`config.mk`:
```
export PLATFORM = sky130hd
export DESIGN_NAME = state_variable_filter_morph
export DESIGN_NICKNAME = d
export VERILOG_FILES = /design/src/rtl/core/svfm_pkg.sv /design/src/rtl/core/state_variable_filter_morph.sv /design/src/rtl/core/svfm_mac.sv /design/src/rtl/core/svfm_ctrl.sv
export SDC_FILE = /design/constraint.sdc
export NUM_CORES = 2
export LEC_CHECK = 0
export BUFFER_PORTS_ARGS = -buffer_cell sky130_fd_sc_hd__buf_4
export CAP_MARGIN = 20
export CORE_ASPECT_RATIO = 1.75
export CORE_MARGIN = 2
export CORE_UTILIZATION = 45
export CTS_CLUSTER_DIAMETER = 100
export DETAILED_ROUTE_END_ITERATION = 10
export PLACE_DENSITY = 0.58
export SLEW_MARGIN = 15
export SYNTH_ARGS = -nofsm -noshare
export SYNTH_HDL_FRONTEND = slang
export SYNTH_HIERARCHICAL = 1
export SYNTH_SLANG_ARGS = --single-unit
```
`constraint.sdc`:
```
create_clock -name clk_i -period 12.3 [get_ports clk_i]
set_input_delay 1.845 -clock clk_i [delete_from_list [all_inputs] [get_ports clk_i]]
set_output_delay 1.845 -clock clk_i [all_outputs]
set_load 0.1 [all_outputs]
```
`src/rtl/core/svfm_pkg.sv`:
```
package svfm_pkg;

  // Field and register widths
  localparam int SampleW  = 24;
  localparam int CoefW    = 24;
  localparam int MixW     = 16;
  localparam int ThW      = 23;
  localparam int CgW      = 17;
  localparam int IntW     = 32;
  localparam int CfgIdxW  = 4;
  localparam int CfgDataW = 24;

  // Shared multiplier: A operand is split into two chunks of ChunkW bits
  localparam int ChunkW = 20;
  localparam int OpAW   = 2 * ChunkW;
  localparam int OpBW   = 25;
  localparam int ProdW  = ChunkW + 1 + OpBW;
  localparam int AccW   = 66;

  // Reset values of the configuration registers
  localparam logic [CoefW-1:0] CutoffReset = 24'd1048576;
  localparam logic [CoefW-1:0] DampReset   = 24'd5931642;
  localparam logic [CoefW-1:0] NormReset   = 24'd4194304;
  localparam logic [MixW-1:0]  MixLowReset = 16'd16384;
  localparam logic [MixW-1:0]  MixBandReset = 16'd0;
  localparam logic [MixW-1:0]  MixHighReset = 16'd0;
  localparam logic [ThW-1:0]   ThReset     = 23'd8388607;
  localparam logic [CgW-1:0]   CgReset     = 17'd65536;

  localparam logic signed [AccW-1:0] Max32 = 66'sd2147483647;
  localparam logic signed [AccW-1:0] Min32 = -66'sd2147483648;
  localparam logic signed [AccW-1:0] Max24 = 66'sd8388607;
  localparam logic signed [AccW-1:0] Min24 = -66'sd8388608;

  typedef enum logic [CfgIdxW-1:0] {
    REG_CUTOFF_GAIN    = 4'd0,
    REG_DAMPING        = 4'd1,
    REG_NORM_GAIN      = 4'd2,
    REG_MIX_LOW        = 4'd3,
    REG_MIX_BAND       = 4'd4,
    REG_MIX_HIGH       = 4'd5,
    REG_CLIP_THRESHOLD = 4'd6,
    REG_CLIP_GAIN      = 4'd7
  } cfg_reg_e;

  // One product per operation, in execution order
  typedef enum logic [2:0] {
    OP_CLIP,
    OP_BP_PRE,
    OP_BP,
    OP_LP,
    OP_DAMP,
    OP_MIX_LOW,
    OP_MIX_BAND,
    OP_MIX_HIGH
  } op_e;

  typedef enum logic [1:0] {
    PH_LO,
    PH_HI,
    PH_DRAIN,
    PH_WB
  } phase_e;

  typedef enum logic {
    ST_IDLE,
    ST_RUN
  } fsm_e;

  typedef struct packed {
    logic   ready;
    logic   busy;
    op_e    op;
    phase_e phase;
    logic   done;
  } seq_ctrl_t;

  // Half an LSB of the rescale shift that follows each operation
  function automatic logic signed [AccW-1:0] op_round(input op_e op);
    logic signed [AccW-1:0] r;
    case (op)
      OP_CLIP:                       r = 66'sd32768;
      OP_BP_PRE, OP_LP:              r = 66'sd524288;
      OP_BP, OP_DAMP:                r = 66'sd2097152;
      OP_MIX_LOW, OP_MIX_BAND,
      OP_MIX_HIGH:                   r = 66'sd8192;
      default:                       r = '0;
    endcase
    return r;
  endfunction

  function automatic logic signed [IntW-1:0] sat32(input logic signed [AccW-1:0] x);
    logic signed [IntW-1:0] r;
    if (x > Max32) begin
      r = Max32[IntW-1:0];
    end else if (x < Min32) begin
      r = Min32[IntW-1:0];
    end else begin
      r = x[IntW-1:0];
    end
    return r;
  endfunction

  function automatic logic signed [SampleW-1:0] sat24(input logic signed [AccW-1:0] x);
    logic signed [SampleW-1:0] r;
    if (x > Max24) begin
      r = Max24[SampleW-1:0];
    end else if (x < Min24) begin
      r = Min24[SampleW-1:0];
    end else begin
      r = x[SampleW-1:0];
    end
    return r;
  endfunction

endpackage

```
`src/rtl/core/state_variable_filter_morph.sv`:
```
// Soft clip followed by a trapezoidal two-integrator state variable filter
// with a morphing low/band/high mix, for up to NUM_CHANNELS interleaved audio
// channels. Each sample (tdata, signed Q1.23) arrives with its channel number
// (tuser); the result carries the same channel number back on tuser. The
// channel selects the band and low integrator pair; numbers at or beyond
// NUM_CHANNELS wrap modulo NUM_CHANNELS. All arithmetic runs on one shared
// 21x25 multiplier: each sample takes eight products (clip slope, g*(v0-ic2),
// norm, g*v1, k*v1 and the three mix weights), each product in four phases
// (low chunk, high chunk, accumulate, write-back). The last write-back of a
// transaction waits while a previous result has not yet been taken
// downstream; then the result is registered on the output and the sequencer
// goes idle, so a new sample is never taken while one is still in progress.
// A new sample is taken as soon as the sequencer is idle, even while a
// finished result still waits on the output. Coefficients (tan, 1/Q, the
// normalizing gain, mix weights) are precomputed by software; the user must
// write them on the configuration channel between samples, which the block
// does not enforce. Writes beyond the register list are dropped. v1, v2 and
// the integrators saturate to 32 bits, the clipped input and output to 24 bits.
module state_variable_filter_morph #(
  parameter int NUM_CHANNELS = 2
) (
  input  logic                           clk_i,
  input  logic                           rst_ni,
  // configuration write channel
  input  logic                           cfg_valid_i,
  output logic                           cfg_ready_o,
  input  logic [svfm_pkg::CfgIdxW-1:0]   cfg_index_i,
  input  logic [svfm_pkg::CfgDataW-1:0]  cfg_data_i,
  // input stream
  input  logic                           s_axis_tvalid,
  output logic                           s_axis_tready,
  input  logic [23:0]                    s_axis_tdata,  // [23:0] sample_in
  input  logic                           s_axis_tuser,  // [0] channel_num
  // output stream
  output logic                           m_axis_tvalid,
  input  logic                           m_axis_tready,
  output logic [23:0]                    m_axis_tdata,  // [23:0] sample_out
  output logic                           m_axis_tuser   // [0] channel_out
);

  localparam int ChIdxW = (NUM_CHANNELS > 1) ? $clog2(NUM_CHANNELS) : 1;
  localparam int AccW   = svfm_pkg::AccW;
  localparam int OpAW   = svfm_pkg::OpAW;
  localparam int OpBW   = svfm_pkg::OpBW;
  localparam int IntW   = svfm_pkg::IntW;
  localparam int SW     = svfm_pkg::SampleW;

  // ---------------------------------------------------------------------
  // Configuration registers
  // ---------------------------------------------------------------------
  logic [svfm_pkg::CoefW-1:0]       cutoff_q, damp_q, norm_q;
  logic signed [svfm_pkg::MixW-1:0] mix_low_q, mix_band_q, mix_high_q;
  logic [svfm_pkg::ThW-1:0]         th_q;
  logic [svfm_pkg::CgW-1:0]         cg_q;

  assign cfg_ready_o = 1'b1;

  always_ff @(posedge clk_i or negedge rst_ni) begin
    if (!rst_ni) begin
      cutoff_q   <= svfm_pkg::CutoffReset;
      damp_q     <= svfm_pkg::DampReset;
      norm_q     <= svfm_pkg::NormReset;
      mix_low_q  <= svfm_pkg::MixLowReset;
      mix_band_q <= svfm_pkg::MixBandReset;
      mix_high_q <= svfm_pkg::MixHighReset;
      th_q       <= svfm_pkg::ThReset;
      cg_q       <= svfm_pkg::CgReset;
    end else if (cfg_valid_i) begin
      case (cfg_index_i)
        svfm_pkg::REG_CUTOFF_GAIN:    cutoff_q   <= cfg_data_i;
        svfm_pkg::REG_DAMPING:        damp_q     <= cfg_data_i;
        svfm_pkg::REG_NORM_GAIN:      norm_q     <= cfg_data_i;
        svfm_pkg::REG_MIX_LOW:        mix_low_q  <= cfg_data_i[svfm_pkg::MixW-1:0];
        svfm_pkg::REG_MIX_BAND:       mix_band_q <= cfg_data_i[svfm_pkg::MixW-1:0];
        svfm_pkg::REG_MIX_HIGH:       mix_high_q <= cfg_data_i[svfm_pkg::MixW-1:0];
        svfm_pkg::REG_CLIP_THRESHOLD: th_q       <= cfg_data_i[svfm_pkg::ThW-1:0];
        svfm_pkg::REG_CLIP_GAIN:      cg_q       <= cfg_data_i[svfm_pkg::CgW-1:0];
        default: ;  // drop writes to unknown indices
      endcase
    end
  end

  // ---------------------------------------------------------------------
  // Sequencer
  // ---------------------------------------------------------------------
  svfm_pkg::seq_ctrl_t ctrl;
  logic                out_valid_q;
  logic                out_free;
  logic                start;
  logic                wb;

  assign out_free = !out_valid_q || m_axis_tready;

  svfm_ctrl u_ctrl (
    .clk_i      (clk_i),
    .rst_ni     (rst_ni),
    .s_valid_i  (s_axis_tvalid),
    .out_free_i (out_free),
    .ctrl_o     (ctrl)
  );

  assign s_axis_tready = ctrl.ready;
  assign start         = ctrl.ready && s_axis_tvalid;
  // write-back of every product except the last, which waits for done
  assign wb = ctrl.busy && (ctrl.phase == svfm_pkg::PH_WB)
           && (ctrl.op != svfm_pkg::OP_MIX_HIGH);

  // ---------------------------------------------------------------------
  // Integrator state, one pair per channel
  // ---------------------------------------------------------------------
  logic signed [IntW-1:0] band_q [NUM_CHANNELS];
  logic signed [IntW-1:0] low_q  [NUM_CHANNELS];
  logic [ChIdxW-1:0]      in_idx;

  assign in_idx = (NUM_CHANNELS > 1) ? ChIdxW'(s_axis_tuser) : '0;

  // ---------------------------------------------------------------------
  // Per-sample working registers
  // ---------------------------------------------------------------------
  logic signed [SW-1:0]   x_q;
  logic                   chan_q;
  logic [ChIdxW-1:0]      idx_q;
  logic signed [IntW-1:0] ic1_q, ic2_q;
  logic signed [SW-1:0]   v0_q;
  logic signed [OpAW-1:0] t_q;
  logic signed [IntW-1:0] v1_q, v2_q;
  logic signed [OpAW-1:0] hp_q;
  logic signed [SW-1:0]   out_data_q;
  logic                   out_user_q;

  // ---------------------------------------------------------------------
  // Operand selection for the shared multiplier
  // ---------------------------------------------------------------------
  logic signed [SW:0]     xe, the, clip_diff;
  logic                   over, under;
  logic signed [IntW:0]   v0_minus_ic2;
  logic signed [OpAW-1:0] op_a;
  logic signed [OpBW-1:0] op_b;
  logic                   clear;
  logic signed [AccW-1:0] acc;

  assign xe        = (SW + 1)'(x_q);
  assign the       = $signed({2'b00, th_q});
  assign over      = xe > the;
  assign under     = xe < -the;
  assign clip_diff = over ? (xe - the) : (xe + the);
  assign v0_minus_ic2 = (IntW + 1)'(v0_q) - (IntW + 1)'(ic2_q);

  always_comb begin
    op_a = '0;
    op_b = '0;
    case (ctrl.op)
      svfm_pkg::OP_CLIP: begin
        op_a = OpAW'(clip_diff);
        op_b = OpBW'($signed({1'b0, cg_q}));
      end
      svfm_pkg::OP_BP_PRE: begin
        op_a = OpAW'(v0_minus_ic2);
        op_b = OpBW'($signed({1'b0, cutoff_q}));
      end
      svfm_pkg::OP_BP: begin
        op_a = t_q;
        op_b = OpBW'($signed({1'b0, norm_q}));
      end
      svfm_pkg::OP_LP: begin
        op_a = OpAW'(v1_q);
        op_b = OpBW'($signed({1'b0, cutoff_q}));
      end
      svfm_pkg::OP_DAMP: begin
        op_a = OpAW'(v1_q);
        op_b = OpBW'($signed({1'b0, damp_q}));
      end
      svfm_pkg::OP_MIX_LOW: begin
        op_a = OpAW'(v2_q);
        op_b = OpBW'(mix_low_q);
      end
      svfm_pkg::OP_MIX_BAND: begin
        op_a = OpAW'(v1_q);
        op_b = OpBW'(mix_band_q);
      end
      svfm_pkg::OP_MIX_HIGH: begin
        op_a = hp_q;
        op_b = OpBW'(mix_high_q);
      end
      default: begin
        op_a = '0;
        op_b = '0;
      end
    endcase
  end

  // the three mix products accumulate into one sum
  assign clear = (ctrl.op != svfm_pkg::OP_MIX_BAND) && (ctrl.op != svfm_pkg::OP_MIX_HIGH);

  svfm_mac u_mac (
    .clk_i   (clk_i),
    .phase_i (ctrl.phase),
    .clear_i (clear),
    .rnd_i   (svfm_pkg::op_round(ctrl.op)),
    .a_i     (op_a),
    .b_i     (op_b),
    .acc_o   (acc)
  );

  // ---------------------------------------------------------------------
  // Write-back: rescale (rounding already preloaded), add, saturate
  // ---------------------------------------------------------------------
  logic signed [AccW-1:0] r14, r16, r20, r22;
  logic signed [AccW-1:0] clip_sum;

  assign r14 = acc >>> 14;
  assign r16 = acc >>> 16;
  assign r20 = acc >>> 20;
  assign r22 = acc >>> 22;

  always_comb begin
    if (over) begin
      clip_sum = AccW'(the) + r16;
    end else if (under) begin
      clip_sum = r16 - AccW'(the);
    end else begin
      clip_sum = AccW'(xe);
    end
  end

  always_ff @(posedge clk_i) begin
    if (start) begin
      x_q    <= s_axis_tdata;
      chan_q <= s_axis_tuser;
      idx_q  <= in_idx;
      ic1_q  <= band_q[in_idx];
      ic2_q  <= low_q[in_idx];
    end
    if (wb) begin
      case (ctrl.op)
        svfm_pkg::OP_CLIP:   v0_q <= svfm_pkg::sat24(clip_sum);
        svfm_pkg::OP_BP_PRE: t_q  <= OpAW'(AccW'(ic1_q) + r20);
        svfm_pkg::OP_BP:     v1_q <= svfm_pkg::sat32(r22);
        svfm_pkg::OP_LP:     v2_q <= svfm_pkg::sat32(AccW'(ic2_q) + r20);
        svfm_pkg::OP_DAMP:   hp_q <= OpAW'(AccW'(v0_q) - r22 - AccW'(v2_q));
        default: ;  // mix products only accumulate
      endcase
    end
    if (ctrl.done) begin
      out_data_q <= svfm_pkg::sat24(r14);
      out_user_q <= chan_q;
    end
  end

  // Integrators: clear on reset, update when the sample completes
  always_ff @(posedge clk_i or negedge rst_ni) begin
    if (!rst_ni) begin
      for (int i = 0; i < NUM_CHANNELS; i++) begin
        band_q[i] <= '0;
        low_q[i]  <= '0;
      end
    end else if (ctrl.done) begin
      band_q[idx_q] <= svfm_pkg::sat32((AccW'(v1_q) <<< 1) - AccW'(ic1_q));
      low_q[idx_q]  <= svfm_pkg::sat32((AccW'(v2_q) <<< 1) - AccW'(ic2_q));
    end
  end

  // ---------------------------------------------------------------------
  // Output register: hold the result until the downstream side takes it
  // ---------------------------------------------------------------------
  always_ff @(posedge clk_i or negedge rst_ni) begin
    if (!rst_ni) begin
      out_valid_q <= 1'b0;
    end else if (ctrl.done) begin
      out_valid_q <= 1'b1;
    end else if (m_axis_tready) begin
      out_valid_q <= 1'b0;
    end
  end

  assign m_axis_tvalid = out_valid_q;
  assign m_axis_tdata  = out_data_q;
  assign m_axis_tuser  = out_user_q;

endmodule

```
`src/rtl/core/svfm_mac.sv`:
```
// Shared multiply-accumulate unit: one 21x25 signed multiplier, product
// registered, then accumulated with the chunk weight.
module svfm_mac (
  input  logic                                  clk_i,
  input  svfm_pkg::phase_e                      phase_i,
  input  logic                                  clear_i,
  input  logic signed [svfm_pkg::AccW-1:0]      rnd_i,
  input  logic signed [svfm_pkg::OpAW-1:0]      a_i,
  input  logic signed [svfm_pkg::OpBW-1:0]      b_i,
  output logic signed [svfm_pkg::AccW-1:0]      acc_o
);

  logic signed [svfm_pkg::ChunkW:0]     chunk;
  logic signed [svfm_pkg::ProdW-1:0]    prod;
  logic signed [svfm_pkg::ProdW-1:0]    p_q;
  logic signed [svfm_pkg::AccW-1:0]     p_ext;
  logic signed [svfm_pkg::AccW-1:0]     acc_d, acc_q;

  // Low chunk is unsigned, high chunk carries the sign
  assign chunk = (phase_i == svfm_pkg::PH_LO)
               ? $signed({1'b0, a_i[svfm_pkg::ChunkW-1:0]})
               : $signed({a_i[svfm_pkg::OpAW-1], a_i[svfm_pkg::OpAW-1:svfm_pkg::ChunkW]});
  assign prod  = chunk * b_i;
  assign p_ext = svfm_pkg::AccW'(p_q);

  always_comb begin
    acc_d = acc_q;
    case (phase_i)
      svfm_pkg::PH_LO:    acc_d = clear_i ? rnd_i : acc_q;
      svfm_pkg::PH_HI:    acc_d = acc_q + p_ext;
      svfm_pkg::PH_DRAIN: acc_d = acc_q + (p_ext <<< svfm_pkg::ChunkW);
      svfm_pkg::PH_WB:    acc_d = acc_q;
      default:            acc_d = acc_q;
    endcase
  end

  always_ff @(posedge clk_i) begin
    if (phase_i == svfm_pkg::PH_LO || phase_i == svfm_pkg::PH_HI) begin
      p_q <= prod;
    end
    acc_q <= acc_d;
  end

  assign acc_o = acc_q;

endmodule

```
`src/rtl/core/svfm_ctrl.sv`:
```
// Sequencer: steps through the eight products, four phases each.
module svfm_ctrl (
  input  logic                 clk_i,
  input  logic                 rst_ni,
  input  logic                 s_valid_i,
  input  logic                 out_free_i,
  output svfm_pkg::seq_ctrl_t  ctrl_o
);

  svfm_pkg::fsm_e   state_d, state_q;
  svfm_pkg::op_e    op_d, op_q;
  svfm_pkg::phase_e phase_d, phase_q;
  logic             done;

  always_ff @(posedge clk_i or negedge rst_ni) begin
    if (!rst_ni) begin
      state_q <= svfm_pkg::ST_IDLE;
      op_q    <= svfm_pkg::OP_CLIP;
      phase_q <= svfm_pkg::PH_LO;
    end else begin
      state_q <= state_d;
      op_q    <= op_d;
      phase_q <= phase_d;
    end
  end

  always_comb begin
    state_d = state_q;
    op_d    = op_q;
    phase_d = phase_q;
    done    = 1'b0;
    case (state_q)
      svfm_pkg::ST_IDLE: begin
        if (s_valid_i) begin
          state_d = svfm_pkg::ST_RUN;
          op_d    = svfm_pkg::OP_CLIP;
          phase_d = svfm_pkg::PH_LO;
        end
      end
      svfm_pkg::ST_RUN: begin
        case (phase_q)
          svfm_pkg::PH_LO:    phase_d = svfm_pkg::PH_HI;
          svfm_pkg::PH_HI:    phase_d = svfm_pkg::PH_DRAIN;
          svfm_pkg::PH_DRAIN: phase_d = svfm_pkg::PH_WB;
          svfm_pkg::PH_WB: begin
            if (op_q == svfm_pkg::OP_MIX_HIGH) begin
              // hold the last write-back until the output slot is free
              if (out_free_i) begin
                done    = 1'b1;
                state_d = svfm_pkg::ST_IDLE;
              end
            end else begin
              op_d    = svfm_pkg::op_e'(op_q + 3'd1);
              phase_d = svfm_pkg::PH_LO;
            end
          end
          default: phase_d = svfm_pkg::PH_LO;
        endcase
      end
      default: state_d = svfm_pkg::ST_IDLE;
    endcase
  end

  assign ctrl_o.ready = (state_q == svfm_pkg::ST_IDLE);
  assign ctrl_o.busy  = (state_q == svfm_pkg::ST_RUN);
  assign ctrl_o.op    = op_q;
  assign ctrl_o.phase = phase_q;
  assign ctrl_o.done  = done;

endmodule

```
==> run metrics <==
initial antenna violation count=9; final hold slack=0.4727 ns; setup bufs post-CTS=0; Layout area overhead=9.336%; status=finished, final reports clean; Final Max Slew Viols=0; Routed Antenna Nets=0; Slowest cell on crit path=o221ai_1; Worst-Skew Late Latency=0.73 ns; met3 Resource Use GR=4.472%; Slew HR=23.35%; Clock Tree Root=clkbuf_16; met2 Track Usage GR=61.12%; share of layout cells above drive strength 1=10.14%; number of synthesized flops with an enable pin=394; skew final=0.05232 ns; full die area=0.1672 mm²; final hold violations=0; period utilization=96.47%; maximum clock frequency=84.28 MHz; TritonCTS clock tree=yes; fraction of registers with async set/reset=42.82%; DP Worst Slack=0.4814 ns; worst slew pin tran=1.146 ns; I/O pins=86; GRT Overall Usage=34.85%; register area=0.01927 mm²; vias in the first global route=64650; crit path max fanout=22; H-tree levels=3; grt total ovfl=0; YS warnings=6; commonest non-fill, non-tap cell in the layout=inv_1; multi-input logic area=0.04999 mm²; met1 usage=36.44%; CTS Buf Count=79; GRT Max-Usage Layer=met2; max incr delay on CP=0.91 ns; # nets final=9320; Setup WS post-layout=0.4346 ns; TritonRoute pass-1 iters=8; Hold Path Class=reg -> reg; Max Buffers Root-to-Sink=3; sequential share of the synthesized area=26.12%; Finished Core Util=49.51%; Synth Cell Area=0.07374 mm²; clock-pin slew on the worst setup and hold paths=0.07 ns; critical path class=reg -> reg; DR WL/cell=28.34 µm; min cycle time layout=11.87 ns; Crit. End Element=flip-flop; register bit count reported by yosys=689; WL final=293200 µm; Num Clock Sinks=689; CP top delay family=compound AO/OA/AOI/OAI gates; top_reg_cell synth=edfxtp_1; vias per cell=6.031; max cap viols=0; # setup viols final=0; count of port buffers added during placement=84; placer congestion estimate=1.011; RSZ-0062 raised after global routing=no; Detailed Route Iter0 Violations=4435; Die W=310.0 µm; DP HPWL=234500 µm; Filler cells=15620; site row count=196; worst path arrival time=12.34 ns; drc violations=0; initial core utilization=45.28%; Req. time, crit path=12.77 ns; core area=0.1628 mm²; largest net degree at the start of global routing=85; setup TNS=0 ns; cell mode on critical path=fa_1; Synth Area per Inst=9.183 µm²; Die Height=539.5 µm; first-pass GRT wire length=424300 µm; most frequent cells in the layout=inv_1 (941), nand2_1 (803), fa_1 (585); Synth Instances=8030; synth unique cells=114; CP Launch Type=flip-flop; worst path bufs/invs=7; routed via count=62410
[worst paths after layout]
check	start	endpoint	slack, ns	cells past startpoint
setup / recovery	th_q[20]	u_mac/p_q[45]	0.43	37
setup reg to reg	th_q[20]	u_mac/p_q[45]	0.43	37
max in group asynchronous	rst_ni	mix_band_q[0]	9.21	3
hold / removal	band_q[60]	band_q[60]	0.47	2
hold reg to reg	band_q[60]	band_q[60]	0.47	2
min in group asynchronous	rst_ni	band_q[33]	1.16	1
[flip-flops by register name (all words and copies together) (netlist names), 2 cells and up]
signal,cells
v1_q,32
band_q,64
m_axis_tdata,24
u_ctrl/phase_q,2
cutoff_q,24
th_q,23
v2_q,32
norm_q,24
u_mac/acc_o,66
hp_q,40
mix_band_q,16
x_q,24
mix_low_q,16
mix_high_q,16
ic1_q,32
cg_q,17
damp_q,24
ic2_q,32
u_mac/p_q,46
low_q,64
u_ctrl/op_q,3
v0_q,24
t_q,40
[routing by layer]
| layer | wire length, µm | up-vias |
|---|---|---|
| met5 | 54 | - |
| met4 | 30970 | 10 |
| met3 | 14510 | 915 |
| met2 | 147100 | 2240 |
| met1 | 100600 | 31120 |
| li1 | - | 28130 |
[area by class of cell]
| type | instances | share of cell area [%] |
|---|---|---|
| timing repair buffer | 303 | 2.877 |
| clock buffer | 106 | 2.770 |
| antenna | 2 | 0.006208 |
| tap | 2178 | 3.380 |
| inverter | 945 | 4.400 |
| multi-input combinational | 6084 | 62.01 |
| sequential | 689 | 23.90 |
| clock inverter | 42 | 0.6549 |
[synthesized netlist by cell type, drive strengths merged, types with 21 or more instances]
master | count | area, µm²
o311ai | 70 | 613.1
nand2 | 804 | 3018
a22o | 30 | 271.5
inv | 942 | 3536
buf | 55 | 265.3
nor2b | 135 | 844.6
a211oi | 56 | 457.9
o221ai | 24 | 216.5
nor4 | 37 | 237.7
o21a | 109 | 825.8
dfstp | 38 | 998.5
o31ai | 40 | 325.3
nand2b | 68 | 425.4
a21o | 220 | 1652
a221oi | 53 | 483.0
edfxtp | 394 | 11830
dfrtp | 257 | 6431
nor2 | 415 | 1558
and3 | 48 | 305.3
o22ai | 27 | 168.9
or3 | 27 | 173.9
a21oi | 538 | 2711
o211ai | 72 | 550.5
mux2i | 61 | 610.6
fa | 585 | 11710
a31oi | 75 | 475.5
mux2 | 225 | 2534
xor2 | 105 | 919.6
a22oi | 22 | 165.2
a211o | 21 | 183.9
nor3 | 106 | 530.5
o21ai | 438 | 2207
o21bai | 57 | 431.7
xnor2 | 291 | 2549
and2 | 169 | 1057
nand4 | 70 | 437.9
ha | 575 | 7194
nand3 | 120 | 605.6
clkbuf | 319 | 1204
a221o | 31 | 310.3
[worst min-delay path, cell delays in order, from the launching register on]
cell and delay (ns):
dfrtp_1 0.34, nand2_1 0.04, o21ai_0 0.06
[timing repair]
action | in CTS | in global routing
hold buffers | 0 | 0
gates resized for setup | 0 | 1
setup endpoints to repair | 0 | 1
[metrics by stage]
step                area, µm²  std cells
global placement        77780      10190
detailed placement      77820      10200
floorplan               73970       8092
global route            80620      10350
finish                  80620      10350
CTS                     80580      10350
[cell families (layout without fill, tap and decap cells)]
family / count (synthesis) / count (layout) / share of synthesized area [%]
simple gates: 2098 / 2098 / 13.54
other cells: 2 / 66 / 0.01018
mux: 290 / 290 / 4.386
xor+xnor: 396 / 396 / 4.704
compound gates: 2076 / 2076 / 18.80
buf+inv: 1319 / 1396 / 6.803
fa+ha+maj: 1160 / 1160 / 25.64
flops: 689 / 689 / 26.12
Power is not shown: default switching activity piles up to over one toggle a cycle in this logic, so the estimate is an artifact.
